### config.mk
export PLATFORM = sky130hd
export DESIGN_NAME = drc_out_stage_flat
export DESIGN_NICKNAME = d
export VERILOG_FILES = /design/src/rtl/core/dirty_range_coalescer_assert.svh /design/src/rtl/core/drc_pkg.sv /design/src/rtl/core/drc_if.sv /design/src/rtl/core/drc_out_stage.sv /design/src/flat_wrapper.sv
export SDC_FILE = /design/constraint.sdc
export NUM_CORES = 1
export LEC_CHECK = 0
export ABC_AREA = 1
export BUFFER_PORTS_ARGS = -buffer_cell sky130_fd_sc_hd__buf_2
export CORE_ASPECT_RATIO = 1.5
export CORE_MARGIN = 10
export CORE_UTILIZATION = 41
export DETAILED_ROUTE_END_ITERATION = 6
export PLACE_DENSITY = 0.79
export RECOVER_POWER = 50
export SYNTH_ARGS = -nofsm -noshare
export SYNTH_HDL_FRONTEND = slang
export SYNTH_SLANG_ARGS = --single-unit
### constraint.sdc
create_clock -name clock -period 7.1 [get_ports clock]
set_input_delay 1.065 -clock clock [delete_from_list [all_inputs] [get_ports clock]]
set_output_delay 1.065 -clock clock [all_outputs]
set_load 0.05 [all_outputs]
### src/rtl/core/dirty_range_coalescer_assert.svh
// -----------------------------------------------------------------------------
// Assertion macros for the dirty range coalescer
// Shared clocked property wrappers, reset masked.
// -----------------------------------------------------------------------------
`ifndef DIRTY_RANGE_COALESCER_ASSERT_SVH
`define DIRTY_RANGE_COALESCER_ASSERT_SVH

// antecedent implies consequent in the same cycle
`define DRC_ASSERT_SAME(lbl, clk, rst, ante, cons, msg) \
   lbl: assert property (@(posedge clk) disable iff (rst) (ante) |-> (cons)) else $error(msg);

// antecedent implies consequent in the next cycle
`define DRC_ASSERT_NEXT(lbl, clk, rst, ante, cons, msg) \
   lbl: assert property (@(posedge clk) disable iff (rst) (ante) |=> (cons)) else $error(msg);

`endif

### src/rtl/core/drc_pkg.sv
// -----------------------------------------------------------------------------
// drc_pkg
// Types, widths and codes shared by the dirty range coalescer.
// -----------------------------------------------------------------------------
package drc_pkg;

   localparam int ENTRIES_DEF = 1024;
   localparam int CMD_W       = 2;
   localparam int DATA_W      = 32;
   localparam int INDEX_W     = 10;
   localparam int STATUS_W    = 2;
   localparam int COUNT_W     = 10;
   localparam int LOG_W       = 5;

   localparam logic [LOG_W-1:0] BLOCK_LOG_RESET = 5'd12;

   // command codes
   localparam logic [CMD_W-1:0] CMD_MARK  = 2'd0;
   localparam logic [CMD_W-1:0] CMD_READ  = 2'd1;
   localparam logic [CMD_W-1:0] CMD_CLEAR = 2'd2;

   // status codes
   localparam logic [STATUS_W-1:0] STAT_OK    = 2'd0;
   localparam logic [STATUS_W-1:0] STAT_FULL  = 2'd1;
   localparam logic [STATUS_W-1:0] STAT_RANGE = 2'd2;

   typedef enum logic [2:0] {
      ST_IDLE,
      ST_ALIGN,
      ST_SIZE,
      ST_SCAN,
      ST_READ,
      ST_RESP
   } state_type;

   typedef struct packed {
      logic [STATUS_W-1:0] status;
      logic [COUNT_W-1:0]  entry_count;
      logic [DATA_W-1:0]   entry_start;
      logic [DATA_W-1:0]   entry_length;
   } result_type;

   // engine to output stage
   typedef struct packed {
      logic       valid;
      result_type data;
   } handoff_type;

endpackage

### src/rtl/core/drc_if.sv


interface drc_rsp_if;
   logic                           valid;
   logic                           ready;
   logic [drc_pkg::STATUS_W-1:0]   status;
   logic [drc_pkg::COUNT_W-1:0]    entry_count;
   logic [drc_pkg::DATA_W-1:0]     entry_start;
   logic [drc_pkg::DATA_W-1:0]     entry_length;

   modport source (output valid, status, entry_count, entry_start, entry_length, input ready);
   modport sink   (input valid, status, entry_count, entry_start, entry_length, output ready);
endinterface


### src/rtl/core/drc_out_stage.sv
// -----------------------------------------------------------------------------
// drc_out_stage
// Result register between the engine and the response channel.
// -----------------------------------------------------------------------------
module drc_out_stage (
   input  logic                  clock,
   input  logic                  reset,
   input  drc_pkg::handoff_type  handoff,
   output logic                  handoff_take,
   drc_rsp_if.source             rsp_ch
);

   logic                 valid_ff, valid_in;
   drc_pkg::result_type  data_ff, data_in;

   assign handoff_take = handoff.valid && (!valid_ff || rsp_ch.ready);

   // hold a result until the sink takes it
   always_comb begin
      valid_in = valid_ff;
      data_in  = data_ff;
      if (handoff_take) begin
         valid_in = 1'b1;
         data_in  = handoff.data;
      end else if (rsp_ch.ready) begin
         valid_in = 1'b0;
      end
   end

   always_ff @(posedge clock) begin
      if (reset) begin
         valid_ff <= 1'b0;
      end else begin
         valid_ff <= valid_in;
      end
   end

   always_ff @(posedge clock) begin
      data_ff <= data_in;
   end

   assign rsp_ch.valid        = valid_ff;
   assign rsp_ch.status       = data_ff.status;
   assign rsp_ch.entry_count  = data_ff.entry_count;
   assign rsp_ch.entry_start  = data_ff.entry_start;
   assign rsp_ch.entry_length = data_ff.entry_length;

endmodule

### src/flat_wrapper.sv
// flat-port wrapper written by rule: the top's interface ports become plain ports
module drc_out_stage_flat 
  (clock, reset, handoff, handoff_take, rsp_ch_valid, rsp_ch_status, rsp_ch_entry_count, rsp_ch_entry_start, rsp_ch_entry_length, rsp_ch_ready);
  drc_rsp_if rsp_ch_i ();
  input  logic clock;
  input  logic reset;
  input  drc_pkg::handoff_type handoff;
  output logic handoff_take;
  output wire logic [$bits(rsp_ch_i.valid)-1:0] rsp_ch_valid;
  output wire logic [$bits(rsp_ch_i.status)-1:0] rsp_ch_status;
  output wire logic [$bits(rsp_ch_i.entry_count)-1:0] rsp_ch_entry_count;
  output wire logic [$bits(rsp_ch_i.entry_start)-1:0] rsp_ch_entry_start;
  output wire logic [$bits(rsp_ch_i.entry_length)-1:0] rsp_ch_entry_length;
  input wire logic [$bits(rsp_ch_i.ready)-1:0] rsp_ch_ready;
  assign rsp_ch_valid = rsp_ch_i.valid;
  assign rsp_ch_status = rsp_ch_i.status;
  assign rsp_ch_entry_count = rsp_ch_i.entry_count;
  assign rsp_ch_entry_start = rsp_ch_i.entry_start;
  assign rsp_ch_entry_length = rsp_ch_i.entry_length;
  assign rsp_ch_i.ready = rsp_ch_ready;
  drc_out_stage u_core (.clock(clock), .reset(reset), .handoff(handoff), .handoff_take(handoff_take), .rsp_ch(rsp_ch_i));
endmodule
-- Word level (Yosys, flattened, before mapping)
Index checks and enable logic that the tools add are counted.
W data, S select, Z words.
- mux-type cells: 2
- reduce and logical (&&, ||, !) cells: 4
- operators with widths (kind ; number):
    $mux W1 ; 2
    $reduce_bool A2 Y1 ; 1
    $logic_and A1 B1 Y1 ; 1
    $logic_not A1 Y1 ; 1
    $logic_or A1 B1 Y1 ; 1
- bits in registers: 77
- input port bits: 80
- output and inout port bits: 78

-- Depth between registers and ports, before layout
- word-level depth: 4
- depth in mapped cells: 3
- gate-level depth less buffers: 3

-- Worst setup path after synthesis
OpenSTA, ideal clock, no wires.
- kind: input to output
- from: input handoff[76] in the netlist's numbering
- to: output handoff_take
- arrival time: 5.504 ns
- data required time: 6.035 ns
- setup slack: 0.531 ns
- stages: 2
- path through: inv_1 -> a21oi_1
- longest elaborated chain between the ends: 1
- ends and longest elaborated chain (item ; RTL line ; RTL):
    start: declaration ; flat_wrapper.sv:7 ; input drc_pkg::handoff_type handoff;
    $logic_and A1 B1 Y1 ; drc_out_stage.sv:16 ; assign handoff_take = handoff.valid && (!valid_ff || rsp_ch.ready);
    end: declaration ; flat_wrapper.sv:8 ; output logic handoff_take;
Every way passes these cells.

-- Worst setup path after layout
Ends and elaborated chain as after synthesis.

==> impl_metrics.json <==
{
  "fmax_mhz": 286,
  "rows": 33,
  "dp.cells": 310,
  "worstSetupStartpointType": "input port",
  "layout_setup_ws_ns": 3.60,
  "die_y_um": 112,
  "status": "completed",
  "crit_chain": "buf_2 -> inv_1 -> a21oi_4 -> buf_4 -> buf_2",
  "syn_inst": 82,
  "synth.top_cell.area_share_pct": 98.0,
  "grt_pass1_wl_um": 9020,
  "cp-startpoint": "handoff[76]",
  "postRouteWirelength_um": 6310,
  "powerDensity_nw_per_um2": 292,
  "layout-drive-gt1-share_pct": 54.3,
  "fin_hold_ws_ns": 0.529,
  "drc": 0,
  "switching_share_pct": 29.3,
  "yosysSeqAreaShare_pct": 98.8,
  "power_frac_comb_pct": 15.1,
  "clockBufferDepth": 2,
  "slew_headroom_pct": 39.7,
  "p_seq_share_pct": 54.9,
  "synthToLayoutAreaGrowth_pct": 44.0,
  "die_area_um2": 9160,
  "tightest_slew_ns": 0.904,
  "fin_worst_skew_ns": 0.00859,
  "grt_max_degree": 78,
  "io-pin-count": 158,
  "cts-root-buf": "clkbuf_8",
  "hold_buffers": 0,
  "first_pass_iters": 4,
  "path_max_fanout": 77,
  "post-cts-setup-buffers": 0,
  "ant_nets": 0,
  "p_clk_share_pct": 30.0,
  "drt-vias-per-instance": 4.48,
  "synth_area_leaders": "edfxtp_1 (98%), dfxtp_1 (0.86%), a21oi_2 (0.38%), nand2_2 (0.27%), a21oi_1 (0.21%)",
  "fin_nets": 331,
  "synth_top_cell_by_area": "edfxtp_1",
  "hp-start": "u_core.rsp_ch.valid",
  "tns_ns": 0,
  "crit_path_max_incr_delay_ns": 0.72,
  "hold_viol_final": 0,
  "cp_common_cell": "buf_2",
  "htree_num_levels": 3,
  "syn_nets": 162,
  "synth_cell_types": 7,
  "synth.area.mux_share_pct": 0,
  "multi_input_area_um2": 27.5,
  "total_power_mw": 0.980,
  "period_needed_ns": 3.50,
  "rsz0062_at_grt": "no",
  "die_x_um": 81.6,
  "instances_no_fill": 327,
  "synth_area_um2": 2330,
  "vias": 1464,
  "synthAdderAreaFrac_pct": 0,
  "endpoint_kind": "output port",
  "cp_slowest_cell": "buf_4",
  "worst-path-buf-inv": 4,
  "arrival_ns": 2.44,
  "maxCapViolations": 0,
  "setup_viol": 0,
  "grt_use_total_pct": 13.8,
  "numCtsBuffers": 9,
  "cp_data_required_time_ns": 6.03,
  "synth_xor_area_share_pct": 0,
  "first_iter_violations": 138,
  "synth_warnings": 0,
  "fillers": 445,
  "ir_drop_mv": 0.187,
  "cpLargestDelayFamily": "buffers and inverters",
  "placed_cell_area_um2": 3220,
  "cp.depth": 5,
  "ys_ff_latch": 77,
  "cts_num_sinks": 77,
  "avgSynthCellArea_um2": 28.4,
  "p_leak_nw": 1.37,
  "insertion_delay_ns": 0.34,
  "final_util_pct": 61.1,
  "slew_viol_final": 0,
  "path_clk_slew_ns": 0.08,
  "hp-class": "reg2reg",
  "finalCritPeriodShare_pct": 49.3,
  "synth-simple-area-share_pct": 0.269,
  "synth-compound-area-share_pct": 0.591,
  "regArea_um2": 2300,
  "synth_top_family_by_area": "compound AO/OA/AOI/OAI gates",
  "criticalPathCategory": "in2out",
  "post-route-cell-area_um2": 3360,
  "numPortBuffers": 157,
  "p_sw_mw": 0.287,
  "p_int_mw": 0.692,
  "antenna_found_initial": 4,
  "grt_pass1_vias": 1636,
  "r2r_cells": 2,
  "holdPathStages": 2,
  "wl_per_cell_um": 19.3,
  "coreArea_um2": 5490,
  "post-place-ws_ns": 3.55,
  "cts_tree": "yes",
  "place_congestion": 0.728,
  "cts_resized": 0,
  "grt.overflow.total": 0,
  "rr_startpoint": "u_core.rsp_ch.valid",
  "start_util_pct": 42.4
}
sequential cells by signal (all words and copies together) (netlist names):
| register | flops |
|---|---|
| u_core.rsp_ch.entry_length | 32 |
| u_core.rsp_ch.entry_start | 32 |
| u_core.rsp_ch.entry_count | 10 |
| u_core.rsp_ch.status | 2 |
| u_core.rsp_ch.valid | 1 |
per-layer routing:
metal	up-vias	track usage (%)	part of all wire [%]
met5	-	0	0.57
met4	6	6.95	1.6
met3	12	9.50	13
met2	108	22.0	52
met1	671	12.9	33
li1	667	-	-
final cells by class:
type / instances / area share, %
sequential: 77 / 68.6
antenna: 1 / 0.0746
multi-input combinational: 3 / 0.820
tap: 70 / 2.61
clock buffer: 9 / 3.69
timing repair buffer: 158 / 22.2
inverter: 2 / 0.224
clock inverter: 7 / 1.75
placed cells by master, fill, tap and decap left out, drive strengths merged:
cell and n:
clkinv 3, edfxtp 76, diode 1, nand2 1
a21oi 2, inv 5, clkbuf 47, clkinvlp 1
dfxtp 1, buf 120
synthesized netlist by cell type:
cell       n
inv_1      1
a21oi_2    1
inv_2      1
dfxtp_1    1
edfxtp_1  76
a21oi_1    1
nand2_2    1
worst paths after layout:
check                                  end  slack (ns)
max reg2reg  u_core.rsp_ch.entry_length[7]        5.48
max                           handoff_take        3.60
min reg2reg            u_core.rsp_ch.valid        0.53
min                    u_core.rsp_ch.valid        0.53
worst reg2reg max path, delay by kind of cell, from the launching register on:
kind,cells,cell delay (ns)
flip-flops,1,0.36
AO/OA/AOI/OAI,1,0.14
buffers and inverters,1,0.72
cell families (layout without fill, tap and decap cells):
| kind of cell | Yosys count | in the layout |
|---|---|---|
| other cells | 0 | 1 |
| simple gates | 1 | 1 |
| flops | 77 | 77 |
| buf+inv | 2 | 176 |
| compound gates | 2 | 2 |
power groups by stage:
stage | Clock, mW | Combinational, mW | Sequential, mW
2_1_floorplan | 0 | 0.0102 | 0.643
3_3_place_gp | 0 | 0.152 | 0.547
3_5_place_dp | 0 | 0.154 | 0.548
4_1_cts | 0.307 | 0.154 | 0.538
5_1_grt | 0.329 | 0.155 | 0.541
6_report | 0.294 | 0.148 | 0.538
Note: power is estimated with default switching activity, not from simulation.
